===== src/rtl/ltd_pkg.sv =====
// Shared types and constants of the lease task dispatcher.
`default_nettype none
package ltd_pkg;
   localparam int TASK_SLOTS = 32;
   localparam int WORKERS    = 16;

   localparam logic [2:0] OP_ENQUEUE  = 3'd0;
   localparam logic [2:0] OP_ACQUIRE  = 3'd1;
   localparam logic [2:0] OP_PROGRESS = 3'd2;
   localparam logic [2:0] OP_SUBMIT   = 3'd3;
   localparam logic [2:0] OP_SWEEP    = 3'd4;

   localparam logic [3:0] ST_OK        = 4'd0;
   localparam logic [3:0] ST_FULL      = 4'd1;
   localparam logic [3:0] ST_BUSY      = 4'd2;
   localparam logic [3:0] ST_NONE      = 4'd3;
   localparam logic [3:0] ST_UNKNOWN   = 4'd4;
   localparam logic [3:0] ST_DUPLICATE = 4'd5;
   localparam logic [3:0] ST_FAILED    = 4'd6;
   localparam logic [3:0] ST_MISMATCH  = 4'd7;
   localparam logic [3:0] ST_LATE      = 4'd8;
   localparam logic [3:0] ST_EXPFAIL   = 4'd9;
   localparam logic [3:0] ST_SWEEPDONE = 4'd10;

   localparam logic [1:0] SL_PENDING = 2'd0;
   localparam logic [1:0] SL_LEASED  = 2'd1;
   localparam logic [1:0] SL_DONE    = 2'd2;
   localparam logic [1:0] SL_FAILED  = 2'd3;

   localparam logic [0:0] CSR_LEASE_TICKS = 1'd0;
   localparam logic [0:0] CSR_RETRY_LIMIT = 1'd1;

   typedef struct packed {
      logic [2:0]  operation;
      logic [3:0]  worker;
      logic [4:0]  task_req;
      logic [15:0] lease_tag;
      logic [15:0] client_tag;
      logic [31:0] now;
   } req_type;

   typedef struct packed {
      logic [3:0]  status;
      logic [4:0]  task_out;
      logic [15:0] lease_out;
      logic [15:0] client_out;
      logic [7:0]  attempt_out;
      logic [31:0] expiry_out;
      logic        last;
      logic [5:0]  pend_tally;
      logic [5:0]  lease_tally;
      logic [5:0]  done_tally;
      logic [5:0]  fail_tally;
      logic        settled;
   } rsp_type;

   typedef struct packed {
      logic [0:0]  index;
      logic [31:0] data;
   } csr_type;

   typedef enum logic [2:0] {
      EX_IDLE,
      EX_READ,
      EX_EXEC,
      EX_SWEEP_RD,
      EX_SWEEP_EX,
      EX_DONE
   } exec_state_type;
endpackage
`default_nettype wire


===== src/rtl/ltd_if.sv =====
// Valid/ready channel interface used by every port of the dispatcher.
`default_nettype none
interface ltd_if #(parameter type payload_type = logic);
   logic        valid;
   logic        ready;
   payload_type payload;
   modport source (output valid, output payload, input ready);
   modport sink (input valid, input payload, output ready);
endinterface
`default_nettype wire


===== src/rtl/ltd_back.sv =====
// Back end: slot table, pending queue, worker leases and the expiry sweep.
`default_nettype none
module ltd_back (
   input  wire logic             clock,
   input  wire logic             reset,
   input  wire ltd_pkg::req_type q_word,
   input  wire logic             q_valid,
   output logic                  q_pop,
   input  wire logic [31:0]      lease_ticks,
   input  wire logic [7:0]       retry_limit,
   ltd_if.source                 rsp
);
   localparam int TASK_SLOTS = ltd_pkg::TASK_SLOTS;
   localparam int WORKERS = ltd_pkg::WORKERS;
   localparam int SW = $clog2(TASK_SLOTS);
   localparam int WW = (WORKERS > 1) ? $clog2(WORKERS) : 1;

   // Slot record memory, read-modify-write through one registered read port.
   typedef struct packed {
      logic [1:0]  state;
      logic [15:0] client;
      logic [3:0]  holder;
      logic        holder_valid;
      logic [15:0] lease;
      logic [31:0] expiry;
      logic [7:0]  attempts;
   } slot_type;

   slot_type   slot_mem [TASK_SLOTS];
   logic [4:0] fifo_mem [TASK_SLOTS];
   slot_type   rd_slot_ff;
   logic [4:0] rd_fifo_ff;
   logic       we;
   logic [SW-1:0] wa, ra;
   slot_type   wd;
   logic       fwe;
   logic [SW-1:0] fwa;
   logic [4:0] fwd;

   logic [WORKERS-1:0] busy_ff, busy_in;
   logic [SW-1:0] head_ff, head_in, tail_ff, tail_in;
   logic [6:0]  alloc_ff, alloc_in;
   logic [15:0] ctr_ff, ctr_in;
   logic [5:0]  pend_ff, pend_in, lsd_ff, lsd_in, comp_ff, comp_in, fail_ff, fail_in;
   ltd_pkg::exec_state_type st_ff, st_in;
   logic [SW:0] sidx_ff, sidx_in;
   ltd_pkg::rsp_type out_ff, out_in;
   logic ov_ff, ov_in;
   logic emit;
   ltd_pkg::rsp_type em;
   logic [32:0] sum;
   logic [31:0] expv;
   logic [SW-1:0] slot_pick;
   logic in_t;

   assign sum = {1'b0, q_word.now} + {1'b0, lease_ticks};
   assign expv = sum[32] ? 32'hFFFF_FFFF : sum[31:0];
   assign in_t = {2'b0, q_word.task_req} < alloc_ff
                 && 32'(q_word.task_req) < TASK_SLOTS;
   assign slot_pick = SW'(rd_fifo_ff);

   always_ff @(posedge clock) begin
      if (we) slot_mem[wa] <= wd;
      if (fwe) fifo_mem[fwa] <= fwd;
      rd_slot_ff <= slot_mem[ra];
      rd_fifo_ff <= fifo_mem[head_ff];
   end

   always_comb begin
      st_in = st_ff;
      unique case (st_ff)
         ltd_pkg::EX_IDLE: if (q_valid && !ov_ff) st_in = ltd_pkg::EX_READ;
         ltd_pkg::EX_READ: st_in = ltd_pkg::EX_EXEC;
         ltd_pkg::EX_EXEC: begin
            if (q_word.operation == ltd_pkg::OP_SWEEP) st_in = ltd_pkg::EX_SWEEP_RD;
            else st_in = ltd_pkg::EX_IDLE;
         end
         ltd_pkg::EX_SWEEP_RD: begin
            if (sidx_ff >= alloc_ff[SW:0] || 32'(sidx_ff) >= TASK_SLOTS)
               st_in = ltd_pkg::EX_DONE;
            else st_in = ltd_pkg::EX_SWEEP_EX;
         end
         ltd_pkg::EX_SWEEP_EX: if (!ov_ff) st_in = ltd_pkg::EX_SWEEP_RD;
         ltd_pkg::EX_DONE: if (!ov_ff) st_in = ltd_pkg::EX_IDLE;
         default: st_in = ltd_pkg::EX_IDLE;
      endcase
   end

   always_comb begin
      logic [SW-1:0] ti, si;
      logic [WW-1:0] wi;
      logic m, late;
      ti = SW'(q_word.task_req);
      si = sidx_ff[SW-1:0];
      wi = WW'(q_word.worker);
      m = 1'b0;
      late = 1'b0;
      busy_in = busy_ff; head_in = head_ff; tail_in = tail_ff;
      alloc_in = alloc_ff; ctr_in = ctr_ff;
      pend_in = pend_ff; lsd_in = lsd_ff; comp_in = comp_ff; fail_in = fail_ff;
      sidx_in = sidx_ff;
      we = 1'b0; wa = ti; wd = rd_slot_ff;
      fwe = 1'b0; fwa = tail_ff; fwd = '0;
      ra = ti;
      q_pop = 1'b0;
      emit = 1'b0;
      em = '0;
      em.last = 1'b1;
      unique case (st_ff)
         ltd_pkg::EX_IDLE: begin
            ra = ti;
            sidx_in = '0;
         end
         ltd_pkg::EX_READ: begin
            ra = (q_word.operation == ltd_pkg::OP_ACQUIRE) ? slot_pick : ti;
         end
         ltd_pkg::EX_EXEC: begin
            m = rd_slot_ff.holder_valid && rd_slot_ff.holder == q_word.worker
                && rd_slot_ff.lease == q_word.lease_tag;
            unique case (q_word.operation)
               ltd_pkg::OP_ENQUEUE: begin
                  emit = 1'b1;
                  if (32'(alloc_ff) >= TASK_SLOTS) em.status = ltd_pkg::ST_FULL;
                  else begin
                     we = 1'b1;
                     wa = SW'(alloc_ff);
                     wd = '0;
                     wd.state = ltd_pkg::SL_PENDING;
                     wd.client = q_word.client_tag;
                     fwe = 1'b1;
                     fwd = 5'(alloc_ff);
                     tail_in = (32'(tail_ff) == TASK_SLOTS - 1) ? '0 : tail_ff + 1'b1;
                     alloc_in = alloc_ff + 7'd1;
                     pend_in = pend_ff + 6'd1;
                     em.task_out = 5'(alloc_ff);
                  end
               end
               ltd_pkg::OP_ACQUIRE: begin
                  emit = 1'b1;
                  if (32'(q_word.worker) >= WORKERS) em.status = ltd_pkg::ST_UNKNOWN;
                  else if (busy_ff[wi]) em.status = ltd_pkg::ST_BUSY;
                  else if (pend_ff == 6'd0) em.status = ltd_pkg::ST_NONE;
                  else begin
                     head_in = (32'(head_ff) == TASK_SLOTS - 1) ? '0 : head_ff + 1'b1;
                     pend_in = pend_ff - 6'd1;
                     lsd_in = lsd_ff + 6'd1;
                     ctr_in = ctr_ff + 16'd1;
                     we = 1'b1;
                     wa = slot_pick;
                     wd.state = ltd_pkg::SL_LEASED;
                     wd.holder = q_word.worker;
                     wd.holder_valid = 1'b1;
                     wd.lease = ctr_in;
                     wd.expiry = expv;
                     if (rd_slot_ff.attempts != 8'hFF) wd.attempts = rd_slot_ff.attempts + 8'd1;
                     busy_in[wi] = 1'b1;
                     em.task_out = 5'(slot_pick);
                     em.lease_out = ctr_in;
                     em.client_out = rd_slot_ff.client;
                     em.attempt_out = wd.attempts;
                     em.expiry_out = expv;
                  end
               end
               ltd_pkg::OP_PROGRESS: begin
                  emit = 1'b1;
                  em.task_out = q_word.task_req;
                  if (!in_t) em.status = ltd_pkg::ST_UNKNOWN;
                  else if (!m) em.status = ltd_pkg::ST_MISMATCH;
               end
               ltd_pkg::OP_SUBMIT: begin
                  emit = 1'b1;
                  em.task_out = q_word.task_req;
                  late = q_word.now > rd_slot_ff.expiry;
                  if (!in_t) em.status = ltd_pkg::ST_UNKNOWN;
                  else if (rd_slot_ff.state == ltd_pkg::SL_DONE)
                     em.status = ltd_pkg::ST_DUPLICATE;
                  else if (rd_slot_ff.state == ltd_pkg::SL_FAILED)
                     em.status = ltd_pkg::ST_FAILED;
                  else if (!m) em.status = ltd_pkg::ST_MISMATCH;
                  else if (late) em.status = ltd_pkg::ST_LATE;
                  else begin
                     we = 1'b1;
                     wd.state = ltd_pkg::SL_DONE;
                     lsd_in = lsd_ff - 6'd1;
                     comp_in = comp_ff + 6'd1;
                     if (32'(q_word.worker) < WORKERS) busy_in[wi] = 1'b0;
                  end
               end
               default: begin
                  ra = '0;
               end
            endcase
            if (q_word.operation != ltd_pkg::OP_SWEEP) q_pop = 1'b1;
         end
         ltd_pkg::EX_SWEEP_RD: begin
            ra = si;
         end
         ltd_pkg::EX_SWEEP_EX: begin
            ra = si;
            if (!ov_ff) begin
               sidx_in = sidx_ff + 1'b1;
               if (rd_slot_ff.state == ltd_pkg::SL_LEASED && q_word.now > rd_slot_ff.expiry) begin
                  if (32'(rd_slot_ff.holder) < WORKERS) busy_in[WW'(rd_slot_ff.holder)] = 1'b0;
                  lsd_in = lsd_ff - 6'd1;
                  we = 1'b1;
                  wa = si;
                  if (rd_slot_ff.attempts >= retry_limit) begin
                     wd.state = ltd_pkg::SL_FAILED;
                     fail_in = fail_ff + 6'd1;
                     emit = 1'b1;
                     em.status = ltd_pkg::ST_EXPFAIL;
                     em.task_out = 5'(si);
                     em.client_out = rd_slot_ff.client;
                     em.last = 1'b0;
                  end else begin
                     wd.state = ltd_pkg::SL_PENDING;
                     wd.holder_valid = 1'b0;
                     fwe = 1'b1;
                     fwd = 5'(si);
                     tail_in = (32'(tail_ff) == TASK_SLOTS - 1) ? '0 : tail_ff + 1'b1;
                     pend_in = pend_ff + 6'd1;
                  end
               end
            end
         end
         ltd_pkg::EX_DONE: begin
            if (!ov_ff) begin
               emit = 1'b1;
               em.status = ltd_pkg::ST_SWEEPDONE;
               q_pop = 1'b1;
            end
         end
         default: begin
            ra = '0;
         end
      endcase
      em.pend_tally = pend_in;
      em.lease_tally = lsd_in;
      em.done_tally = comp_in;
      em.fail_tally = fail_in;
      em.settled = pend_in == 6'd0 && lsd_in == 6'd0;
      out_in = emit ? em : out_ff;
      ov_in = emit ? 1'b1 : (ov_ff && !rsp.ready);
   end

   assign rsp.valid = ov_ff;
   assign rsp.payload = out_ff;

   always_ff @(posedge clock) begin
      out_ff <= out_in;
      if (reset) begin
         st_ff <= ltd_pkg::EX_IDLE;
         busy_ff <= '0; head_ff <= '0; tail_ff <= '0; alloc_ff <= '0; ctr_ff <= '0;
         pend_ff <= '0; lsd_ff <= '0; comp_ff <= '0; fail_ff <= '0;
         sidx_ff <= '0; ov_ff <= 1'b0;
      end else begin
         st_ff <= st_in;
         busy_ff <= busy_in; head_ff <= head_in; tail_ff <= tail_in;
         alloc_ff <= alloc_in; ctr_ff <= ctr_in;
         pend_ff <= pend_in; lsd_ff <= lsd_in; comp_ff <= comp_in; fail_ff <= fail_in;
         sidx_ff <= sidx_in; ov_ff <= ov_in;
      end
   end

   // An EXEC emit only happens with the output register empty, as IDLE waits for it.
   assert property (@(posedge clock) disable iff (reset) emit |-> (!ov_ff || rsp.ready))
      else $error("result word overwritten");
   assert property (@(posedge clock) disable iff (reset)
      32'(pend_ff) + 32'(lsd_ff) + 32'(comp_ff) + 32'(fail_ff) == 32'(alloc_ff))
      else $error("tallies disagree with allocation");
   assert property (@(posedge clock) disable iff (reset) 32'(alloc_ff) <= TASK_SLOTS)
      else $error("allocation beyond table");
endmodule
`default_nettype wire


===== src/flat_wrapper.sv =====
// flat-port wrapper written by rule: the top's interface ports become plain ports
module ltd_back_flat 
  (clock, reset, q_word, q_valid, q_pop, lease_ticks, retry_limit, rsp_valid, rsp_payload, rsp_ready);
  ltd_if rsp_i ();
  input  wire logic clock;
  input  wire logic reset;
  input  wire ltd_pkg::req_type q_word;
  input  wire logic q_valid;
  output logic q_pop;
  input  wire logic [31:0] lease_ticks;
  input  wire logic [7:0] retry_limit;
  output wire logic [$bits(rsp_i.valid)-1:0] rsp_valid;
  output wire logic [$bits(rsp_i.payload)-1:0] rsp_payload;
  input wire logic [$bits(rsp_i.ready)-1:0] rsp_ready;
  assign rsp_valid = rsp_i.valid;
  assign rsp_payload = rsp_i.payload;
  assign rsp_i.ready = rsp_ready;
  ltd_back u_core (.clock(clock), .reset(reset), .q_word(q_word), .q_valid(q_valid), .q_pop(q_pop), .lease_ticks(lease_ticks), .retry_limit(retry_limit), .rsp(rsp_i));
endmodule

===== config.mk =====
export PLATFORM = sky130hd
export DESIGN_NAME = ltd_back_flat
export DESIGN_NICKNAME = d
export VERILOG_FILES = /design/src/rtl/ltd_pkg.sv /design/src/rtl/ltd_if.sv /design/src/rtl/ltd_back.sv /design/src/flat_wrapper.sv
export SDC_FILE = /design/constraint.sdc
export NUM_CORES = 2
export LEC_CHECK = 0
export ABC_AREA = 1
export BUFFER_PORTS_ARGS = -buffer_cell sky130_fd_sc_hd__buf_4
export CORE_MARGIN = 3
export CORE_UTILIZATION = 50
export CTS_CLUSTER_DIAMETER = 120
export CTS_CLUSTER_SIZE = 12
export DETAILED_ROUTE_END_ITERATION = 12
export GPL_TIMING_DRIVEN = 1
export PLACE_DENSITY = 0.66
export SLEW_MARGIN = 20
export SYNTH_ARGS = -nofsm -noshare
export SYNTH_HDL_FRONTEND = slang
export SYNTH_SLANG_ARGS = --single-unit

===== constraint.sdc =====
create_clock -name clock -period 16.4 [get_ports clock]
set_input_delay 3.28 -clock clock [delete_from_list [all_inputs] [get_ports clock]]
set_output_delay 3.28 -clock clock [all_outputs]
set_load 0.03 [all_outputs]

# Yosys cells after proc, flatten, opt, wreduce, memory -nomap -nowiden
# Memory sizes are Yosys's and may differ from the RTL's. A register that Yosys moved wholly into a read port is not among the register bits.
# Cells that the tools add are included.
# word_totals
ff_bits,72
ram_bits,2688
input_bits,120
word_cells,225
n_memories,2
# classes
addsub,11
order_cmp,10
n_eq_ne,33
muxes,123
n_bitwise,8
reduce_logical,27
# memory_table
memory,depth,width,rd,rd_ports_with_merged_regs,write_ports,line_no,text
u_core.slot_mem,32,79,1,1,1,ltd_back.sv:29,slot_type slot_mem [TASK_SLOTS];
u_core.fifo_mem,32,5,1,1,1,ltd_back.sv:30,logic [4:0] fifo_mem [TASK_SLOTS];
# ops
operator,count
16-bit 2-to-1 mux,10
61-bit 2-to-1 mux,2
61-bit one-hot mux with 2 select lines,1
6-bit 2-to-1 mux,16
5-bit 2-to-1 mux,19
79-bit 2-to-1 mux,1
16-bit one-hot mux with 2 select lines,2
6-bit one-hot mux with 2 select lines,5
56-bit 2-to-1 mux,1
5-bit one-hot mux with 2 select lines,4
32-bit by 32-bit adder with 33-bit output,1
16-bit bitwise AND,2
32-bit greater-than comparator,1
1-bit 2-to-1 mux,32
32-bit 2-to-1 mux,1
16-bit NOT,2
2-bit 2-to-1 mux,11
20-bit 2-to-1 mux,1
5-bit one-hot mux with 4 select lines,1
6-bit by 1-bit adder with 6-bit output (second input constant),3
6-bit logical NOT,3
3-bit inequality test (second input constant),6
3-bit one-hot mux with 6 select lines,1
16-bit by 1-bit adder with 16-bit output (second input constant),1
other kinds (45),85

# Depth between registers and ports, before layout
# depth
depth_word,13
depth_mapped,23
ltp_nobuf,23

# Least setup slack after synthesis
# No wires, ideal clock.
# synth_path
kind,input -> register
from,input q_word[15] (netlist bit)
to,memory u_core.slot_mem[22][0] (netlist bit) (enable)
setup_time_ns,0.485
t_arrival_ns,7.666
slack_ns,8.249
path_stages,17
path_buffers,0
path_cell_list,ha_1 -> nand2_1 -> inv_1 -> nand3_1 -> nor2_1 -> nand2_1 -> nand2_1 -> nand2_1 -> nand2_1 -> nand4_2 -> nand2_1 -> inv_1 -> nand2_1 -> o211ai_2 -> nor2_2 -> nand2_1 -> nor2_1
# synth_via
elab_chain_cells,10
# synth_rtl
element,line_no,text
from (decl),flat_wrapper.sv:7,input wire ltd_pkg::req_type q_word;
32-bit greater-than comparator *,"ltd_back.sv:173, ltd_back.sv:202",
1-bit 2-to-1 mux,ltd_back.sv:180,else if (late) em.status = ltd_pkg::ST_LATE;
1-bit 2-to-1 mux,ltd_back.sv:179,else if (!m) em.status = ltd_pkg::ST_MISMATCH;
1-bit 2-to-1 mux,ltd_back.sv:177,else if (rd_slot_ff.state == ltd_pkg::SL_FAILED)
1-bit 2-to-1 mux,ltd_back.sv:175,else if (rd_slot_ff.state == ltd_pkg::SL_DONE)
1-bit 2-to-1 mux,ltd_back.sv:174,if (!in_t) em.status = ltd_pkg::ST_UNKNOWN;
1-bit one-hot mux with 3 select lines,ltd_back.sv:120,unique case (q_word.operation)
1-bit one-hot mux with 2 select lines,ltd_back.sv:109,unique case (st_ff)
1-bit 2-to-1 mux,ltd_back.sv:63,if (we) slot_mem[wa] <= wd;
1-bit 2-to-1 mux (implied by the code),ltd_back.sv:63,
to (decl),ltd_back.sv:29,
# Every way passes the cells marked *; elsewhere a longest branch is shown, timed or not.

# Worst setup path in the final report
# layout_path
from,input q_word[23] (netlist bit)
to,memory u_core.slot_mem[6][50] (netlist bit) (enable)
# The elaborated chain is that of the path after synthesis.

==> flow_metrics.py <==
metrics = {
    "cts": {
        "clkTransAtPathRegs_ns": 0.07,
        "cts_buffers": 211,
        "cts_max_level": 4,
        "cts_resized": 0,
        "post_cts_buffers": 0,
        "cts_hold_buf": 0,
        "cts_tree": "yes",
        "clock_latency_ns": 0.86,
        "clk_path_buf_depth": 3,
        "clock-root-buffer": "clkbuf_16",
        "cts_sinks": 2316,
    },
    "yosys": {
        "syn_nets": 8652,
        "async_flop_share": 0,
        "ys.flop_type": "edfxtp_1",
        "synth_top_area_frac": 0.665,
        "netlist-cell-type-count": 57,
        "synthTopCellsByArea": "edfxtp_1 66%, nand2_1 5.0%, nand3_1 4.3%",
        "ys_seq_area_frac": 0.693,
        "syn-instance-count": 8432,
        "syn-cell-area_um2": 98300,
        "ys_seq_elements": 2316,
        "avgSynthCellArea_um2": 11.7,
        "synth_warnings": 0,
        "synth_edf_count": 2177,
        "synth_area_leader_cell": "edfxtp_1",
    },
    "sta": {
        "period_needed_ns": 8.43,
        "hold_viol_final": 0,
        "slew_viol_final": 0,
        "worst_pin_slew_ns": 1.20,
        "setup_tns_ns": 0,
        "finClkSkew_ns": 0.0439,
        "finalSetupViolations": 0,
        "whs_ns": 0.432,
        "rsz0062_at_grt": "false",
        "slew_headroom": 0.203,
        "fmaxAchievable_ghz": 0.119,
        "fin_crit_sh": 0.514,
    },
    "drt": {
        "initialDrtViolationCount": 8446,
        "num_vias": 66800,
        "via_per_inst": 5.96,
        "routed_wl_um": 278000,
        "drc": 0,
        "drtAntennaViolNets": 0,
        "firstDrtPassIters": 6,
        "wl_per_cell_um": 24.8,
    },
    "setup_path": {
        "cp.required_ns": 16.86,
        "critPathKind": "in2reg",
        "crit_start": "q_word[23]",
        "startpoint_type": "input pin",
        "arrival_ns": 8.89,
        "cp_max_fo": 31,
        "r2r_start": "u_core.st_ff[2]",
        "end_kind": "flop",
    },
    "grt": {
        "grt_pass1_vias": 63200,
        "grt-ovfl-total": 0,
        "grt_usage": 0.269,
        "grt_max_degree": 196,
        "grt_pass1_wl_um": 409000,
        "antenna_found_initial": 9,
    },
    "finish": {
        "area_growth_pct": 10.3,
        "final-seq-area_um2": 68200,
        "nFillCells": 16000,
        "final_nets": 8634,
        "layout-drive-gt1-share": 0.0717,
        "multi_input_area_um2": 26900,
    },
    "placement": {
        "hpwl_um": 149000,
        "gp_congestion": 0.886,
        "io_buffers": 106,
    },
    "worst_hold_path": {
        "hp-class": "reg2reg",
        "hold_start": "u_core.alloc_ff[6]",
    },
    "floorplan": {
        "core-area_um2": 195000,
        "fp.dieH_um": 450,
        "die_width_um": 450,
        "initial_core_util": 0.504,
        "rows": 162,
        "io_pins": 123,
        "die-area_um2": 202000,
    },
    "power": {
        "internal_power_mw": 10.2,
        "p_comb_frac": 0.173,
        "ir_worst_vdd_mv": 0.100,
        "switching_share": 0.284,
        "clkPwrFrac": 0.323,
        "leakage_nw": 38.1,
        "p_sw_mw": 4.02,
        "seq_power_share": 0.504,
        "p_per_area_nw_per_um2": 131,
    },
    "run_status": {
        "outcome": "completed",
    },
    "job": {
        "drv_cap": 0,
    },
}
[cells by family (layout without fill, tap and decap cells)]
kind of cell / after synthesis / count (layout) / synth area share
compound gates: 1428 / 1428 / 0.0872
xor+xnor: 59 / 59 / 0.00525
fa+ha+maj: 100 / 100 / 0.0128
buf+inv: 981 / 1137 / 0.0413
flops: 2316 / 2316 / 0.693
mux: 172 / 172 / 0.0175
other cells: 0 / 5 / 0
simple gates: 3376 / 3376 / 0.143
[registers in the layout, summed over array words and instances, names as in the netlist, 6 cells and up, named ones only]
signal             flops
u_core.fifo_mem      160
u_core.rd_slot_ff     63
u_core.ctr_ff         16
u_core.alloc_ff        7
u_core.pend_ff         6
u_core.slot_mem     2016
u_core.lsd_ff          6
u_core.sidx_ff         6
[synth_stat cells, types with 139 or more instances]
cell,n
edfxtp_1,2177
nand2_1,1316
nor2_1,1095
nand3_1,844
o21ai_0,637
inv_1,472
o211ai_1,401
buf_2,220
clkbuf_1,210
a21oi_1,191
mux2i_1,172
dfxtp_1,139
[layer usage]
| layer | routed length, um | vias up | GRT usage |
|---|---|---|---|
| met2 | 131000 | 3267 | 0.433 |
| met3 | 23700 | 584 | 0.0361 |
| met1 | 110000 | 32900 | 0.366 |
| li1 | - | 30100 | - |
| met4 | 13500 | 2 | 0.121 |
| met5 | 13 | - | 0 |
[cells in the final DEF, fill, tap and decap left out, types with 99 or more instances in the layout]
cell          n
edfxtp_1   2177
nand2_1    1316
nor2_1     1059
nand3_1     843
o21ai_0     612
inv_1       471
o211ai_1    401
buf_4       244
clkbuf_16   215
a21oi_1     190
mux2i_1     172
clkbuf_1    159
dfxtp_1     138
ha_1         99
[power by group through the flow]
stage	clock network (mW)	registers, mW	logic (mW)
after detailed placement	0	7.28	2.39
final	4.58	7.15	2.46
after floorplan	0	7.26	1.56
after global routing	4.88	7.15	2.68
after global placement	0	7.27	2.33
after CTS	4.63	7.15	2.40
[metrics by stage]
| step | setup WS [ns] | area (um^2) | utilization | std cells | total power [mW] |
|---|---|---|---|---|---|
| floorplan | 8.25 | 98300 | - | 8432 | 8.82 |
| global placement | 7.30 | 102000 | 0.522 | 10800 | 9.60 |
| detailed placement | 7.30 | 102000 | 0.523 | 10800 | 9.67 |
| CTS | 8.18 | 108000 | 0.555 | 11200 | 14.2 |
| global route | 7.76 | 108000 | 0.556 | 11200 | 14.7 |
| finish | 7.97 | 108000 | 0.556 | 11200 | 14.2 |
[critical path, stage by stage]
cell      delay [ns]
buf_4           0.12
ha_1            0.29
nand2_1         0.07
nor2_1          0.16
nand4_1         0.45
nor2_1          0.44
nand4_1         0.33
nand4_2         0.42
nand2_1         0.31
o211ai_1        0.53
nand2_1         0.12
inv_2           0.09
nand2_1         0.22
nor2_4          0.56
buf_4           0.79
buf_4           0.63
[final cells by class]
type                            count  area share
Clock buffer                      374      0.0551
Multi-Input combinational cell   5135       0.248
Timing Repair Buffer              254      0.0188
Clock inverter                     13     0.00216
Tap cell                         2624      0.0303
Sequential cell                  2316       0.628
Inverter                          496      0.0175
Antenna cell                        5    0.000115
[final timing paths]
| kind | to | slack [ns] | depth (start not counted) |
|---|---|---|---|
| setup / recovery | u_core.slot_mem[6][50] | 7.97 | 16 |
| hold / removal | u_core.alloc_ff[6] | 0.43 | 2 |
| setup reg to reg | u_core.rd_slot_ff[49] | 9.94 | 17 |
| hold reg to reg | u_core.alloc_ff[6] | 0.43 | 2 |
Note: power is estimated with default switching activity, not from simulation.
